[src/hw/rtl/adam_pkg.sv]
// adam_pkg: shared types and codes for the adam optimizer update block
// no dependencies; used by adam_queue, adam_front, adam_back and adam_optimizer_update
`timescale 1ns / 1ps

package adam_pkg;

  // configuration register indexes
  localparam logic [7:0] CFG_STEP_SIZE    = 8'd0;
  localparam logic [7:0] CFG_BETA_FIRST   = 8'd1;
  localparam logic [7:0] CFG_BETA_SECOND  = 8'd2;
  localparam logic [7:0] CFG_EPSILON_TERM = 8'd3;

  localparam logic [31:0] LR_RESET  = 32'd4295;
  localparam logic [15:0] BF_RESET  = 16'd58982;
  localparam logic [15:0] BS_RESET  = 16'd65470;
  localparam logic [31:0] EPS_RESET = 32'd43;

  localparam logic [32:0] ONE_Q32 = 33'h1_0000_0000;

  typedef struct packed {
    logic [31:0] step_size;
    logic [15:0] beta_first;
    logic [15:0] beta_second;
    logic [31:0] epsilon_term;
  } cfg_t;

  // one classified item between front and back
  typedef struct packed {
    logic [11:0]        idx;
    logic [11:0]        pidx;
    logic signed [31:0] value;
    logic signed [31:0] grad;
    logic signed [31:0] scale;
    logic               start;
  } qitem_t;

  typedef enum logic [1:0] {
    FR_IDLE,
    FR_MOD,
    FR_PUSH
  } front_state_t;

  typedef enum logic [4:0] {
    BK_CLEAR,
    BK_IDLE,
    BK_READ,
    BK_G,
    BK_M1,
    BK_M2,
    BK_GG,
    BK_V1,
    BK_V2,
    BK_V3,
    BK_V4,
    BK_WB,
    BK_DIV1,
    BK_DIV2,
    BK_SQRT,
    BK_DIV3,
    BK_L1,
    BK_L2,
    BK_FIN
  } back_state_t;

endpackage

[src/hw/rtl/adam_front.sv]
// adam_front: takes input beats, folds the index into the store range, queues the item
// depends on adam_pkg
`timescale 1ns / 1ps

module adam_front #(
  parameter int PARAM_COUNT = 4096
) (
  input  logic               clk,
  input  logic               rst,
  input  logic               in_valid,
  output logic               in_stall,
  input  logic [11:0]        param_index,
  input  logic signed [31:0] param_value,
  input  logic signed [31:0] gradient,
  input  logic signed [31:0] grad_mult,
  input  logic               step_start,
  input  logic               clearing,
  output logic               push,
  output adam_pkg::qitem_t   push_item,
  input  logic               q_full
);

  localparam logic [32:0] PC33  = 33'(PARAM_COUNT);
  // floor(2^24 / PARAM_COUNT): the quotient estimate is exact or one low
  localparam logic [24:0] RECIP = 25'((64'd1 << 24) / 64'(PARAM_COUNT));

  adam_pkg::front_state_t state, state_next;
  adam_pkg::qitem_t hold;
  logic [11:0] quot;
  logic [11:0] rem;
  logic [11:0] folded;
  logic        take;

  // remainder estimate lies below twice the modulus, one correction finishes it
  assign folded    = ({21'd0, rem} >= PC33) ? rem - PC33[11:0] : rem;
  assign push_item = '{idx: folded, pidx: hold.pidx, value: hold.value, grad: hold.grad,
                       scale: hold.scale, start: hold.start};

  always_ff @(posedge clk) begin
    if (rst) begin
      state <= adam_pkg::FR_IDLE;
    end else begin
      state <= state_next;
    end
  end

  always_comb begin
    state_next = state;
    in_stall   = 1'b1;
    push       = 1'b0;
    take       = 1'b0;
    case (state)
      adam_pkg::FR_IDLE: begin
        in_stall = clearing;
        if (in_valid && !clearing) begin
          take       = 1'b1;
          state_next = adam_pkg::FR_MOD;
        end
      end
      adam_pkg::FR_MOD: begin
        state_next = adam_pkg::FR_PUSH;
      end
      adam_pkg::FR_PUSH: begin
        if (!q_full) begin
          push       = 1'b1;
          state_next = adam_pkg::FR_IDLE;
        end
      end
      default: state_next = adam_pkg::FR_IDLE;
    endcase
  end

  // reciprocal multiply for the quotient, then the remainder estimate
  always_ff @(posedge clk) begin
    if (take) begin
      hold <= '{idx: param_index, pidx: param_index, value: param_value, grad: gradient,
                 scale: grad_mult, start: step_start};
      quot <= 12'((37'(param_index) * 37'(RECIP)) >> 24);
    end else if (state == adam_pkg::FR_MOD) begin
      rem <= hold.pidx - 12'(33'(quot) * PC33);
    end
  end

endmodule

[config.mk]
export PLATFORM = sky130hd
export DESIGN_NAME = adam_front
export DESIGN_NICKNAME = d
export VERILOG_FILES = /design/src/hw/rtl/adam_pkg.sv /design/src/hw/rtl/adam_front.sv
export SDC_FILE = /design/constraint.sdc
export NUM_CORES = 1
export LEC_CHECK = 0
export BUFFER_PORTS_ARGS = -buffer_cell sky130_fd_sc_hd__clkbuf_2
export CORE_ASPECT_RATIO = 1.1
export CORE_MARGIN = 10
export CORE_UTILIZATION = 45
export DETAILED_ROUTE_END_ITERATION = 10
export PLACE_DENSITY = 0.87
export SETUP_SLACK_MARGIN = 0.2
export SLEW_MARGIN = 5
export SYNTH_ARGS = -nofsm -noshare
export SYNTH_HDL_FRONTEND = slang
export SYNTH_SLANG_ARGS = --single-unit
[constraint.sdc]
create_clock -name clk -period 21.4 [get_ports clk]
set_input_delay 6.42 -clock clk [delete_from_list [all_inputs] [get_ports clk]]
set_output_delay 6.42 -clock clk [all_outputs]
set_load 0.01 [all_outputs]
After elaboration in Yosys (flattened, before gate mapping)
Index checks and enable logic that the tools add are counted.
W data, S select, Z words.
{"block": "totals", "reg_bits": 123, "out_inout_bits": 123, "in_bits": 114}
{"block": "classes", "eq_ne": 4, "bitwise_logic": 1, "reduce_logical": 5, "n_mux": 8}
{"operator": "$pmux W2 S3", "count": 1}
{"operator": "$mux W1", "count": 5}
{"operator": "$mux W2", "count": 2}
{"operator": "$ne A2 B2 Y1 const B", "count": 2}
{"operator": "$reduce_and A2 Y1", "count": 2}
{"operator": "$eq A2 B1 Y1 const B", "count": 1}
{"operator": "$eq A2 B2 Y1 const B", "count": 1}
{"operator": "$logic_not A2 Y1", "count": 1}
{"operator": "$logic_and A1 B1 Y1", "count": 1}
{"operator": "$logic_not A1 Y1", "count": 1}
{"operator": "$not A1 Y1", "count": 1}

Depth between registers and ports, before layout
{"block": "logic_depth", "word_depth": 6, "ltp_mapped": 2}

Worst setup path before layout
No wires, ideal clock.
{"block": "synth_path", "path_type": "in2out", "from": "input port clearing", "to": "output port in_stall", "path_stages": 1, "t_required_ps": 14980, "path_buffers": 0, "arrival_ps": 6857, "setup_slack_ps": 8123, "path_cell_list": "or3_2"}
{"block": "synth_via", "elab_chain_cells": 1}
{"item": "start: declaration", "line_no": "adam_front.sv:17", "source": "input logic clearing,"}
{"item": "$mux W1", "line_no": "adam_front.sv:52", "source": "case (state)"}
{"item": "end: declaration", "line_no": "adam_front.sv:11", "source": "output logic in_stall,"}
No other way between the ends.

Worst setup path in the final report
Ends and elaborated chain as after synthesis.

==> reports/metrics.cfg <==
[die]
floorplan.initialDensity = 0.467
fp-row-count = 34
coreArea_um2 = 8000
dieWidth_um = 107
die_height_um = 116
floorplan.io_pins = 237
fp.dieArea_um2 = 12300

[layout]
num-nets-final = 502
final_layout_size_suffix_gt1_frac = 0.673
fin_area_um2 = 5660
area_of_all_sequential_standard_cells_um2 = 3670
multiInputGateArea_um2 = 63.8
synthToLayoutAreaGrowth_pct = 51.7
filler_cells = 532

[worst_setup_path]
worst_setup_path_startpoint = clearing
worstSetupStartpointType = input port
max_stage_delay_ps = 410
critical_path.reg2reg.startpoint = state[1]
critPathArrivalTime_ps = 7090
critical-path-slowest-cell = or3_2
reg2reg_depth = 3
timing.critical_path.cells = clkbuf_2 -> or3_2 -> clkbuf_2
endpoint_kind = output port
critical_path_class = input port to output port
critPathMostFrequentCell = clkbuf_2
cp_max_fo = 2
r2r_setup_slack_ps = 19050
cp.required_ps = 14980
worstReg2RegEnd = push_item[77]
endpoint = in_stall

[placement]
gpl.final_weighted_congestion = 0.806
dpl-instance-area_um2 = 5070
numPortBuffers = 236
detailedPlacementHpwl_um = 8810

[synth]
ys_warn_count = 0
ys_seq_elements = 123
synth.distinct_cells = 10
post_synth_main_area_contributors = edfxtp_1 (97%), dfxtp_1 (1.1%), nor4b_2 (0.40%)
synth_fp_nets = 245
synth_largest_type_area_fraction = 0.974
avg_cell_area_syn_um2 = 28.5
synth.cell_area_um2 = 3730
synthCells = 131
synth.yosys.seq_area_share = 0.984
yosysTopAreaCell = edfxtp_1

[detailed_routing]
drt_drc_violations_left = 0
via_per_inst = 4.60
route.antenna.remaining_nets = 0
wl_per_cell_um = 21.9
route.vias.total = 2344
drt_first_iter_violations = 143
firstDrtPassIters = 4
route.final.wire_length_um = 11100

[grt]
grt_start_max_net_pins = 60
antenna_found_initial = 1
grtUsageTotal = 0.176
global_route.overflow_total = 0
number_of_global_route_vias_before_repair = 2571
grt_pass1_wl_um = 15600

[power_and_ir_drop]
p_per_area_nw_per_um2 = 104
peak_supply_drop_mv = 0.0625
leakagePower_nw = 2.44

[clock_network]
cts_max_path_bufs = 2
cts_max_level = 4
root_buf_cell = clkbuf_8
clkTransAtPathRegs_ps = 60
postCtsHoldBufs = 0
clock_tree_from_tritoncts = done
cts_inserted_buffers = 17
numClockSinks = 123
cts.repair_timing.setup_buffer_count = 0
cts.repair.resized = 0
clock_insertion_delay_worst_skew_ps = 490

[sta]
min_period_over_period = 0.631
fin_skew_ps = 9.50
rsz0062_at_grt = no
fin_hold_ws_ps = 441
drv_slew = 0
finalSetupViolCount = 0
hold_viol = 0
fin_crit_ps = 13510
tightest_slew_ps = 739
setup-tns-final_ps = 0
fmax_ghz = 0.0740
relSlewSlack = 0.508

[hold_path]
timing.hold.worst.class = register to register

[job]
max_cap_viols = 0

[run_status]
run_status = completed

synthesized netlist by cell type:
| cell type | count |
|---|---|
| edfxtp_1 | 121 |
| nor2b_1 | 1 |
| a21oi_1 | 1 |
| nor3b_1 | 1 |
| nor4b_2 | 1 |
| dfxtp_1 | 2 |
| inv_1 | 1 |
| nand3b_1 | 1 |
| nand2b_1 | 1 |
| or3_2 | 1 |
state kept, by name, indices dropped and copies added, names as in the netlist:
register / cells
push_item: 109
folded: 12
state: 2
metal layers:
metal,part of all wire,vias to the layer above,global-route usage
li1,-,1049,-
met1,0.32,1123,0.163
met2,0.54,161,0.312
met3,0.13,11,0.105
met4,0.014,0,0.0641
met5,0,-,0
through the flow:
stage                     utilization  instances  worst slack (ps)  power, mW
after CTS                       0.707        509              7880      0.596
after detailed placement        0.634        477              7890      0.318
after floorplan                     -        131              8120      0.297
final                           0.708        510              7890      0.590
after global routing            0.707        509              7870      0.611
after global placement          0.634        477              7910      0.316
final cells by class:
type                    count  share of cell area
well taps                 108              0.0239
multi-input cells           7              0.0113
inverters                   1            0.000663
flip-flops and latches    123               0.649
clock buffers              18              0.0738
diodes                      1            0.000442
repair buffers            238               0.211
clock inverters            14              0.0296
kinds of logic after synthesis:
logic type	after synthesis	synth area share
flops	123	0.984
compound gates	1	0.00134
buf+inv	1	0.00100
simple gates	6	0.0134
worst max-delay path, delay by kind of cell:
kind / cells / cell delay, ps
and+or+nand+nor: 1 / 410
buffers and inverters: 2 / 250
placed cells by master (no fill, tap or decap):
cell type	n
inv_1	1
clkbuf_1	1
clkinv_1	1
clkbuf_8	1
nand3b_1	1
a21oi_1	1
dfxtp_1	2
nor2b_1	1
clkbuf_2	236
buf_4	2
or3_2	1
edfxtp_1	121
bufinv_16	3
inv_6	3
clkinvlp_4	2
clkinv_4	2
nor4b_4	1
diode_2	1
clkbuf_16	16
clkinv_2	3
nand2b_1	1
nor3b_1	1
where the power goes:
part	internal, mW	total (mW)	switching (mW)	leakage (nW)
clock	0.178	0.277	0.0994	0.283
sequential	0.278	0.281	0.00323	1.14
combinational	0.0139	0.0319	0.0180	1.02
total	0.469	0.590	0.121	2.44
how the worst min path moves through the flow:
stage	depth (start not counted)	start	to	slack (ps)
2_1_floorplan	2	state[1]	state[1]	490
3_3_place_gp	0	push_item[105]	folded[8]	430
3_5_place_dp	0	push_item[105]	folded[8]	440
4_1_cts	0	push_item[99]	folded[2]	450
5_1_grt	0	push_item[99]	folded[2]	460
6_report	0	push_item[99]	folded[2]	440
No activity file was read; power rests on OpenSTA's default activity.
