$ cat config.mk
export PLATFORM = sky130hd
export DESIGN_NAME = adam_queue
export DESIGN_NICKNAME = d
export VERILOG_FILES = /design/src/hw/rtl/adam_pkg.sv /design/src/hw/rtl/adam_queue.sv
export SDC_FILE = /design/constraint.sdc
export NUM_CORES = 1
export LEC_CHECK = 0
export BUFFER_PORTS_ARGS = -buffer_cell sky130_fd_sc_hd__clkbuf_2
export CAP_MARGIN = 20
export CORE_MARGIN = 3
export CORE_UTILIZATION = 40
export CTS_BUF_LIST = sky130_fd_sc_hd__clkbuf_4
export CTS_CLUSTER_DIAMETER = 80
export DETAILED_ROUTE_END_ITERATION = 10
export GPL_TIMING_DRIVEN = 0
export PLACE_DENSITY = 0.74
export SETUP_SLACK_MARGIN = 0.2
export SYNTH_ARGS = -nofsm -noshare
export SYNTH_HDL_FRONTEND = slang
export SYNTH_SLANG_ARGS = --single-unit
$ cat constraint.sdc
create_clock -name clk -period 5.9 [get_ports clk]
set_clock_uncertainty 0.2 [all_clocks]
set_input_delay 0.885 -clock clk [delete_from_list [all_inputs] [get_ports clk]]
set_output_delay 0.885 -clock clk [all_outputs]
set_load 0.02 [all_outputs]
$ cat src/hw/rtl/adam_pkg.sv
// adam_pkg: shared types and codes for the adam optimizer update block
// no dependencies; used by adam_queue, adam_front, adam_back and adam_optimizer_update
`timescale 1ns / 1ps

package adam_pkg;

  // configuration register indexes
  localparam logic [7:0] CFG_STEP_SIZE    = 8'd0;
  localparam logic [7:0] CFG_BETA_FIRST   = 8'd1;
  localparam logic [7:0] CFG_BETA_SECOND  = 8'd2;
  localparam logic [7:0] CFG_EPSILON_TERM = 8'd3;

  localparam logic [31:0] LR_RESET  = 32'd4295;
  localparam logic [15:0] BF_RESET  = 16'd58982;
  localparam logic [15:0] BS_RESET  = 16'd65470;
  localparam logic [31:0] EPS_RESET = 32'd43;

  localparam logic [32:0] ONE_Q32 = 33'h1_0000_0000;

  typedef struct packed {
    logic [31:0] step_size;
    logic [15:0] beta_first;
    logic [15:0] beta_second;
    logic [31:0] epsilon_term;
  } cfg_t;

  // one classified item between front and back
  typedef struct packed {
    logic [11:0]        idx;
    logic [11:0]        pidx;
    logic signed [31:0] value;
    logic signed [31:0] grad;
    logic signed [31:0] scale;
    logic               start;
  } qitem_t;

  typedef enum logic [1:0] {
    FR_IDLE,
    FR_MOD,
    FR_PUSH
  } front_state_t;

  typedef enum logic [4:0] {
    BK_CLEAR,
    BK_IDLE,
    BK_READ,
    BK_G,
    BK_M1,
    BK_M2,
    BK_GG,
    BK_V1,
    BK_V2,
    BK_V3,
    BK_V4,
    BK_WB,
    BK_DIV1,
    BK_DIV2,
    BK_SQRT,
    BK_DIV3,
    BK_L1,
    BK_L2,
    BK_FIN
  } back_state_t;

endpackage

$ cat src/hw/rtl/adam_queue.sv
// adam_queue: two-entry queue of classified items between front and back
// depends on adam_pkg
`timescale 1ns / 1ps

module adam_queue (
  input  logic            clk,
  input  logic            rst,
  input  logic            push,
  input  adam_pkg::qitem_t push_item,
  output logic            full,
  input  logic            pop,
  output logic            not_empty,
  output adam_pkg::qitem_t head
);

  adam_pkg::qitem_t slot [2];
  logic       wr_ptr;
  logic       rd_ptr;
  logic [1:0] count;

  assign full      = (count == 2'd2);
  assign not_empty = (count != 2'd0);
  assign head      = slot[rd_ptr];

  always_ff @(posedge clk) begin
    if (push && !full) begin
      slot[wr_ptr] <= push_item;
    end
  end

  always_ff @(posedge clk) begin
    if (rst) begin
      wr_ptr <= 1'b0;
      rd_ptr <= 1'b0;
      count  <= 2'd0;
    end else begin
      if (push && !full) begin
        wr_ptr <= ~wr_ptr;
      end
      if (pop && not_empty) begin
        rd_ptr <= ~rd_ptr;
      end
      count <= count + 2'((push && !full) ? 1 : 0) - 2'((pop && not_empty) ? 1 : 0);
    end
  end

endmodule

Word level (Yosys, flattened, before mapping)
Memory sizes are Yosys's and may differ from the RTL's. A register that Yosys moved wholly into a read port is not among the register bits.
Cells that the tools add are included.

word-level totals
  output and inout bits = 123
  word-level logic and storage cells = 19
  input bits = 125
  memories kept = 1
  bits in writable memories = 242
  register bits = 4

operators by class
  reduce and logical (&&, ||, !) cells = 4
  bitwise logic cells = 2
  equal/unequal tests = 1
  add/sub/neg operators = 2
  multiplexer cells = 6

memory list
  name  depth  width  rd ports  clocked after Yosys merged registers in  wr ports  RTL line          RTL
  slot  2      121    1         1                                        1         adam_queue.sv:16  adam_pkg::qitem_t slot [2];

operator list
  kind                count
  $mux 1              6
  $add 2x1->2         1
  $eq 2x2->1 const B  1
  $logic_and 1x1->1   2
  $not 1->1           2
  $reduce_bool 2->1   1
  $sub 2x1->2         1
  $logic_not 1->1     1

Depth between registers and ports, before layout
Gate-level depths: netlist (run 1).

  depth in word-level cells = 6
  depth in mapped cells = 8
  mapped depth without buffers = 8

Worst setup path after synthesis (run 1)
Ideal clock, no wire load.

  path kind = input to register
  from = input push
  to = memory slot[1][0] in the netlist's numbering, enable pin
  data arrival time = 3.724 ns
  cell stages on the path = 1
  setup slack = 1.481 ns
  data required time = 5.205 ns
  path buffers = 0
  path through = and3_1

between the ends
  cells in the longest elaborated chain, start to end = 3

RTL lines
  what                          RTL line          RTL
  start: declaration            adam_queue.sv:8   input logic push,
  $logic_and 1x1->1             adam_queue.sv:26  if (push && !full) begin
  $mux 1                        adam_queue.sv:26
  $mux 1 (not written as such)  adam_queue.sv:27  slot[wr_ptr] <= push_item;
  end: declaration              adam_queue.sv:16

Every way passes these cells.

==> run metrics, run 1 <==
die width about 160 um; Inst Count DP roughly 930; syn_nets roughly 530; Lkg Pwr 4.47 nW; Fin. Hold Viols 0; status finished, final reports clean; Initial Util 0.409; global-route wire length before repair 26.4 mm; crit path capture type primary output; GP Congestion around 0.71; FF+latch count, synth between 200 and 250; Post-DP HPWL roughly 11 mm; Final TNS setup 0 ns; Hold Crit Class in -> reg; Clock Root Buffer clkbuf_4; CTS Buf Count 66; Total Wirelength between 15 and 20 mm; Sink Count 247; Worst slew margin 0.697; drt wl/cell 16.8 um; core region area 22,000 um^2; R2R setup slack between 3 and 4 ns; Worst-Skew Late Latency just over 0.6 ns; via count between 4,000 and 5,000; library cells used by synthesis 20; CTS Buffer Depth 3; max-cap violation count 0; cts hold-fix bufs 0; Worst Path Required around 4.8 ns; depth of the CTS H-tree 3; vias in the first global route roughly 5,400; Worst-Margin Slew approximately 0.45 ns; register area share after synthesis 0.820; drt drc 0; die area between 20,000 and 25,000 um^2; Yosys Warn Count 0; CTS tree yes; Nets around 850; period utilisation layout 0.512; Starting DRT DRC Count approximately 180; Vias/cell about 4.7; Die Ht ~160 um; r2r endpoint slot[0][77]; startpoint types register; Peak Freq 331 MHz; largest net degree at the start of global routing between 80 and 90; Final Max Tran Viols 0; Max VDD drop around 0.00028 V; Worst-path clk slew 0.07 ns; Worst EP arrival between 1.5 and 2 ns; Reg2Reg Depth 5; final non-filler cell total approximately 1,000; hold_sp push_item[23]; Hold Crit Depth 1; Post-Synthesis Cells roughly 400; initial antenna violation count 1; Pre-antenna DRT Iters 4; Area Growth Syn to Fin 28.2%; Inserted Diodes 0; RSZ-0062 raised after global routing no; Max Fanout on Critical Path 10; Post-Syn Area about 9000 um^2; Syn Area/Cell roughly 22 um^2; postcts setup bufs 0; layout cells sized above 1 0.647; floorplan row count 54; Ports roughly 250; final setup violating endpoints 0; Reg-to-Reg Start count[0]; Pwr Density between 400 and 500 nW/um^2; Antenna Nets Post-Route 0; gr ovfl total 0; WS Path Type reg -> out; Total GRT Usage 0.141; Min-Delay Endpoint slot[1][23]; I/O Buffers ~250; post-CTS resize count 0; min cycle time layout slightly above 3 ns
==> metrics by stage <==
step	area [um^2]	power, mW	hold slack, ns	worst slack [ns]	util
5_1_grt	11500	5.33	0.164	2.70	0.525
3_3_place_gp	10600	3.59	0.276	-0.243	0.481
3_5_place_dp	10700	3.59	0.296	3.02	0.485
2_1_floorplan	8990	3.16	0.252	1.48	-
6_report	11500	5.05	0.255	2.88	0.525
4_1_cts	11500	5.16	0.156	2.73	0.525
==> logic make-up after synthesis <==
| logic type | after synthesis | synth area share |
|---|---|---|
| AOI/OAI and AO/OA | 3 | 0.00195 |
| xor gates and xnor gates | 3 | 0.00292 |
| adders and majority gates | 2 | 0.00278 |
| buffers and inverters | 17 | 0.0155 |
| DFF | 247 | 0.820 |
| muxes | 121 | 0.152 |
| and+or+nand+nor | 9 | 0.00543 |
==> Yosys cell counts <==
library cell,n,area [um^2]
edfxtp_1,242,7270
mux2_2,121,1360
buf_6,9,101
dfxtp_1,5,100
inv_1,4,15.0
buf_2,3,15.0
nor2_1,3,11.3
ha_1,2,25.0
xnor2_1,2,17.5
a21oi_1,1,5.00
and3_1,1,6.26
buf_4,1,7.51
nand2_1,1,3.75
nand2b_2,1,8.76
nor2b_1,1,6.26
o21a_1,1,7.51
o21ai_0,1,5.00
or2_2,1,6.26
or3_1,1,6.26
xor2_1,1,8.76
==> how the worst max path moves through the flow <==
stage	from	end	slack [ns]	depth (start not counted)
finish	register	head[98]	2.88	4
global route	register	head[98]	2.70	4
CTS	register	head[98]	2.73	4
detailed placement	push	slot[0][119]	3.02	5
global placement	push	slot[1][72]	-0.24	2
floorplan	push	slot[1][0]	1.48	1
==> area by class of cell <==
type                            instances  area, um^2
Clock inverter                         10         116
Inverter                                4        20.0
Clock buffer                           99         743
Tap cell                              280         350
Timing Repair Buffer                  250        1310
Multi-Input combinational cell        138        1490
Fill cell                            1818       10400
Sequential cell                       247        7370
Buffer                                 13         124
==> power breakdown <==
| part | total, mW | switching, mW | internal [mW] |
|---|---|---|---|
| clock network | 1.52 | 0.634 | 0.889 |
| logic | 1.30 | 0.776 | 0.525 |
| registers | 2.22 | 0.0467 | 2.18 |
==> critical path: stages (launching register included) <==
cell and delay (ns):
dfxtp_1 0.35, buf_4 0.26, buf_6 0.20, mux2_2 0.34, clkbuf_2 0.18
==> routing by layer <==
layer / wire length (um) / global-route usage
met5: 13 / 0
met4: 427 / 0.0622
met3: 1810 / 0.0699
met2: 9120 / 0.255
met1: 6070 / 0.135
==> sequential cells by signal (all words and copies together), names as in the netlist, named ones only <==
name / flops
count: 2
rd_ptr: 1
wr_ptr: 1
slot: 242
==> layout by cell type, fill, tap and decap left out <==
| cell | Yosys | layout |
|---|---|---|
| a21oi_1 | 1 | 1 |
| and3_4 | 0 | 1 |
| buf_12 | 0 | 1 |
| buf_16 | 0 | 2 |
| buf_2 | 3 | 3 |
| buf_4 | 1 | 1 |
| buf_6 | 9 | 9 |
| bufinv_16 | 0 | 3 |
| clkbuf_2 | 0 | 247 |
| clkbuf_4 | 0 | 99 |
| clkinv_1 | 0 | 5 |
| dfxtp_1 | 5 | 5 |
| edfxtp_1 | 242 | 242 |
| ha_1 | 2 | 2 |
| inv_1 | 4 | 3 |
| inv_2 | 0 | 2 |
| inv_6 | 0 | 1 |
| mux2_2 | 121 | 121 |
| nand2_1 | 1 | 1 |
| nand2b_2 | 1 | 1 |
| nor2_1 | 3 | 3 |
| nor2b_1 | 1 | 1 |
| o21a_1 | 1 | 1 |
| o21ai_0 | 1 | 1 |
| or2_2 | 1 | 1 |
| or3_1 | 1 | 1 |
| xnor2_1 | 2 | 2 |
| xor2_1 | 1 | 1 |
Power figures use the tool's default switching activity.
==> run 2: changes to the inputs <==
--- a/config.mk
+++ b/config.mk
@@ -5,6 +5,7 @@
 export SDC_FILE = /design/constraint.sdc
 export NUM_CORES = 1
 export LEC_CHECK = 0
+export ABC_AREA = 1
 export BUFFER_PORTS_ARGS = -buffer_cell sky130_fd_sc_hd__clkbuf_2
 export CAP_MARGIN = 20
 export CORE_MARGIN = 3
@@ -13,7 +14,7 @@
 export CTS_CLUSTER_DIAMETER = 80
 export DETAILED_ROUTE_END_ITERATION = 10
 export GPL_TIMING_DRIVEN = 0
-export PLACE_DENSITY = 0.74
+export PLACE_DENSITY = 0.76
 export SETUP_SLACK_MARGIN = 0.2
 export SYNTH_ARGS = -nofsm -noshare
 export SYNTH_HDL_FRONTEND = slang
==> constraint.sdc (replaced) <==
create_clock -name clk -period 2.55 [get_ports clk]
set_clock_uncertainty 0.2 [all_clocks]
set_input_delay 0.3825 -clock clk [delete_from_list [all_inputs] [get_ports clk]]
set_output_delay 0.3825 -clock clk [all_outputs]
set_load 0.02 [all_outputs]
==> run metrics, run 2 <==
Inserted Diodes 0; Post-synth EDFFs 242; r2r endpoint slot[0][88]; Syn Area/Cell 21.7 um^2; Area Growth Syn to Fin 46.8%; most common cell after layout, fill and taps aside edfxtp_1; final setup violating endpoints 0; most frequent cells in the layout edfxtp_1, clkbuf_2, dlygate4sd3_1, mux2_2, clkbuf_4; CP delay by family, top buffers and inverters; Lkg Pwr just over 5 nW; Max Fanout on Critical Path 6; max-cap violation count 0; Hold Crit Class in -> reg; Reg with most FFs slot; Multi-input gate area 1530 um^2; Reg2Reg Depth 6; drt drc 0; drt wl/cell 17.7 um; Largest regs slot (242), count (2); gr ovfl total 0; Initial Util 0.410; initial antenna violation count 0; layout cells sized above 1 0.559; Die Ht 156 um; Peak Freq 414 MHz; top-count cell post-synth edfxtp_1; Total GRT Usage 0.165; Buf/Inv on CP 3; R2R setup slack 0.48 ns; Post-Syn Area about 9000 um^2; I/O Buffers ~250; GP Congestion between 0.7 and 0.8; Vias/cell 4.62; Synth top area share 0.807; vias in the first global route around 6,400; Post-Synthesis Cells 414; top post-synthesis cells by area edfxtp_1, mux2_2, buf_6; Max VDD drop roughly 0.00063 V; Worst-path clk slew 0.06 ns; global-route wire length before repair roughly 31 mm; Worst-Margin Slew 0.631 ns; status finished, final reports clean; WS Path Type reg -> out; Worst Path Required just under 2 ns; WP depth 4; Worst EP arrival 1.83 ns; Total Wirelength about 21 mm; crit path capture type primary output; die width between 150 and 200 um; largest net degree at the start of global routing 40; Reg-to-Reg Start count[0]; Nets around 1,000; Synth top cells by count edfxtp_1, mux2_2, buf_6, inv_1, nor2_1; min cycle time layout about 2.4 ns; Worst slew margin 0.578; CP max stage delay ~0.40 ns; Post-DP HPWL 12.2 mm; asr flop ratio synth 0; Final Max Tran Viols 0; Antenna Nets Post-Route 0; library cells used by synthesis 12; Finished Core Util 0.602; period utilisation layout 0.946; CTS Buf Count 66; startpoint types register; Filler cells between 1,500 and 2,000; die area around 24,000 um^2; RSZ-0062 raised after global routing yes; Clock Root Buffer clkbuf_4; Ports between 200 and 250; depth of the CTS H-tree 3; via count approximately 5,500; Sink Count between 200 and 250; Pwr Density 946 nW/um^2; Reg area 7370 um^2; dominant cell type by area after synthesis edfxtp_1; Fin. Hold Viols 0; CTS tree yes; register area share after synthesis 0.818; CP cell instances clkbuf_16, buf_12, mux2_2, buf_4; Worst-Skew Late Latency 0.62 ns; FF+latch count, synth around 250; CP max stage cell dfxtp_4; syn_nets 541; Yosys Warn Count 0; Design Power 12.5 mW; floorplan row count 54; Worst setup endpoint head[49]; Pre-antenna DRT Iters 4; max reg flops between 200 and 250; most used flip-flop cell after synthesis edfxtp_1; Starting DRT DRC Count roughly 240; CTS Buffer Depth 3; core region area 22,000 um^2
run 2: cell count changes after synthesis, moves of 2 or more:
cell,before,now
nand3_1,0,3
nand2_1,1,8
xnor2_1,2,0
inv_1,4,9
nor2_1,3,9
run 2: where the power goes:
part | switching (mW) | internal [mW] | leakage (nW) | total, mW
sequential | 0.155 | 5.13 | 2.30 | 5.29
combinational | 2.02 | 1.72 | 2.37 | 3.74
clock | 1.50 | 1.98 | 0.496 | 3.48
total | 3.67 | 8.83 | 5.17 | 12.5
run 2: per-stage QoR:
| stage | worst slack, ns | hold WS, ns | setup TNS, ns | instance area, um^2 | cells |
|---|---|---|---|---|---|
| final | 0.137 | 0.285 | 0 | 13200 | 1183 |
| after global routing | 0.00816 | 0.219 | 0 | 13200 | 1183 |
| after CTS | 0.0296 | 0.194 | 0 | 12900 | 1178 |
| after detailed placement | 0.438 | 0.294 | 0 | 10800 | 950 |
| after global placement | -1.60 | 0.284 | -376.51 | 10600 | 941 |
| after floorplan | -0.375 | 0.246 | -86.68 | 9030 | 414 |
run 2: cell type report:
cell class	instances	share of cell area
Sequential cell	247	0.558
Inverter	9	0.00284
Timing Repair Buffer	385	0.215
Clock buffer	94	0.0534
Tap cell	280	0.0265
Multi-Input combinational cell	145	0.116
Buffer	13	0.0189
Clock inverter	10	0.00899
run 2: cell families after synthesis:
family          after synthesis  share of synthesized area
compound gates                2                    0.00111
fa+ha+maj                     2                    0.00278
simple gates                 20                    0.00876
mux                         121                      0.151
flops                       247                      0.818
buf+inv                      22                     0.0175
run 2: what timing repair did:
item,CTS,global route
gates resized for setup,6,186
endpoints found under the hold margin,247,0
hold buffers,124,0
cloned,0,2
setup endpoints to repair,121,121
buffers inserted,0,3
run 2: layer usage:
layer | GRT usage | share of wire | vias up
met2 | 0.302 | 0.53 | 216
li1 | - | - | 2568
met5 | 0 | 0 | -
met1 | 0.167 | 0.37 | 2628
met4 | 0.0728 | 0.029 | 0
met3 | 0.0619 | 0.070 | 50
run 2: worst reg2reg max path, cell delays in order, from the launching register on:
cell and delay, ns:
dfxtp_2 0.35, inv_2 0.05, nand2_4 0.07, nand2_2 0.08, nor2_4 0.52, buf_16 0.24, buf_12 0.21
run 2: how the worst min path moves through the flow:
stage	depth (start not counted)	startpoint	slack, ns	end
final	2	push_item[14]	0.28	slot[1][14]
after global routing	2	push_item[111]	0.22	slot[1][111]
after CTS	3	rst	0.19	count[0]
after detailed placement	2	rd_ptr	0.29	rd_ptr
after global placement	2	rd_ptr	0.28	rd_ptr
after floorplan	1	rst	0.25	count[0]
==> run 3: changes to the inputs <==
--- a/config.mk
+++ b/config.mk
@@ -14,8 +14,7 @@
 export CTS_CLUSTER_DIAMETER = 80
 export DETAILED_ROUTE_END_ITERATION = 10
 export GPL_TIMING_DRIVEN = 0
-export PLACE_DENSITY = 0.76
-export SETUP_SLACK_MARGIN = 0.2
+export PLACE_DENSITY = 0.74
 export SYNTH_ARGS = -nofsm -noshare
 export SYNTH_HDL_FRONTEND = slang
 export SYNTH_SLANG_ARGS = --single-unit
==> constraint.sdc (replaced) <==
create_clock -name clk -period 2.9 [get_ports clk]
set_clock_uncertainty 0.2 [all_clocks]
set_input_delay 0.435 -clock clk [delete_from_list [all_inputs] [get_ports clk]]
set_output_delay 0.435 -clock clk [all_outputs]
set_load 0.02 [all_outputs]
==> run metrics, run 3 (same netlist as run 2, synthesis figures left out) <==
status finished, final reports clean; met3 Track Usage GR 0.0585; RSZ-0062 raised after global routing no; Pwr Density approximately 830 nW/um^2; GP Congestion 0.748; die width approximately 160 um; Inst Count DP 948; Worst EP arrival 1.99 ns; min cycle time layout between 2 and 3 ns; GR met2 Demand/Resource 0.293; Vias/cell between 4 and 5; WS Path Type reg -> out; Reg with most FFs slot; Worst-Margin Slew 0.651 ns; post-CTS resize count 0; vias in the first global route roughly 6,200; Area Growth Syn to Fin 42.9%; initial antenna violation count 0; CP max stage delay about 0.37 ns; CP max stage cell dfxtp_1; core region area 22,000 um^2; drt drc 0; most frequent cells in the layout clkbuf_2, edfxtp_1, dlygate4sd3_1, mux2_2, clkbuf_4; drt wl/cell 16.8 um; Die Ht around 160 um; Hold Crit Class reg -> reg; startpoint types register; I/O Buffers about 250; Final Max Tran Viols 0; Ports between 200 and 250; period utilisation layout 0.906; most common cell after layout, fill and taps aside clkbuf_2; Total Wirelength roughly 20 mm; Peak Freq approximately 380 MHz; Post-DP HPWL ~12 mm; global-route wire length before repair between 30 and 40 mm; busiest layer in global routing met2; via count ~5,500; Worst-Skew Late Latency 0.60 ns; M1 GR Usage 0.170; max-cap violation count 0; Sink Count about 250; Total GRT Usage 0.163; Largest regs slot (242), count (2); Design Power 10.7 mW; Worst Path Required approximately 2.3 ns; gr ovfl total 0; CTS Buf Count 67; Worst slew margin 0.565; Antenna Nets Post-Route 0; final non-filler cell total 1,184; Initial Util 0.410; setup ws final ~0.27 ns; Inserted Diodes 0; CTS tree yes; Fin. Hold Viols 0; Finished Core Util 0.586; postcts setup bufs 0; Pre-antenna DRT Iters 4; Nets about 990; Starting DRT DRC Count about 250; largest net degree at the start of global routing 39; pre-CTS WS just over 0.6 ns; depth of the CTS H-tree 3; final instance area ~13,000 um^2; Worst-path clk slew 0.06 ns; final setup violating endpoints 0; Max VDD drop roughly 0.00057 V; crit path capture type primary output; Filler cells 1,686; Max Fanout on Critical Path 10; max reg flops 242; post-placement cell area about 11,000 um^2; Lkg Pwr slightly above 5 nW; Clock Root Buffer clkbuf_4; CP cell instances buf_4, buf_6, mux2_2, clkbuf_2; floorplan row count 54; die area 24,300 um^2; layout cells sized above 1 0.559; CTS Buffer Depth 3
-- run 3: cell count changes in the layout (fill, tap and decap cells not counted), moves of 2 or more --
cell,delta
mux2_4,-9
buf_2,-78
buf_8,-2
clkbuf_2,+107
clkbuf_4,+9
clkbuf_16,-2
buf_12,-12
buf_4,-18
mux2_2,+9
-- run 3: worst paths after layout --
kind	start	end	slack [ns]	cells after the start
worst min-delay path	rd_ptr	rd_ptr	0.33	2
worst max register to register	count[0]	slot[0][63]	0.74	6
worst max-delay path	register	head[92]	0.27	4
worst min register to register	rd_ptr	rd_ptr	0.33	2
-- run 3: area by class of cell --
| type | count | area, um^2 | share of cell area |
|---|---|---|---|
| buffer | 13 | 124 | 0.00963 |
| clock buffer | 103 | 773 | 0.0601 |
| clock inverter | 9 | 87.6 | 0.00681 |
| inverter | 9 | 37.5 | 0.00292 |
| multi-input combinational | 145 | 1490 | 0.116 |
| sequential | 247 | 7370 | 0.573 |
| tap | 280 | 350 | 0.0272 |
| timing repair buffer | 378 | 2630 | 0.204 |
-- run 3: report_power, final --
group          internal (mW)  total, mW  switching [mW]
sequential              4.51       4.63           0.119
clock                   1.78       3.11            1.33
combinational           1.20       2.91            1.71
total                   7.50       10.7            3.16
-- run 3: critical path, delay by kind of cell, from the launching register on --
family | cells | cell delay, ns
DFF | 1 | 0.37
buffers and inverters | 3 | 0.67
muxes | 1 | 0.34
-- run 3: repair_timing --
action                                  CTS  global route
hold buffers                            124             0
endpoints found under the setup margin    0             0
hold endpoints to repair                247             0
-- run 3: stage by stage --
stage | hold slack (ns) | TNS [ns]
after floorplan | 0.267 | -5.06
after global placement | 0.286 | -302.55
after detailed placement | 0.305 | 0
after CTS | 0.258 | 0
after global routing | 0.284 | 0
final | 0.329 | 0
-- run 3: layer usage --
layer / vias up / routed length (um)
met5: - / 0
met4: 0 / 529
met3: 42 / 1550
met2: 211 / 10500
met1: 2642 / 7360
li1: 2560 / -
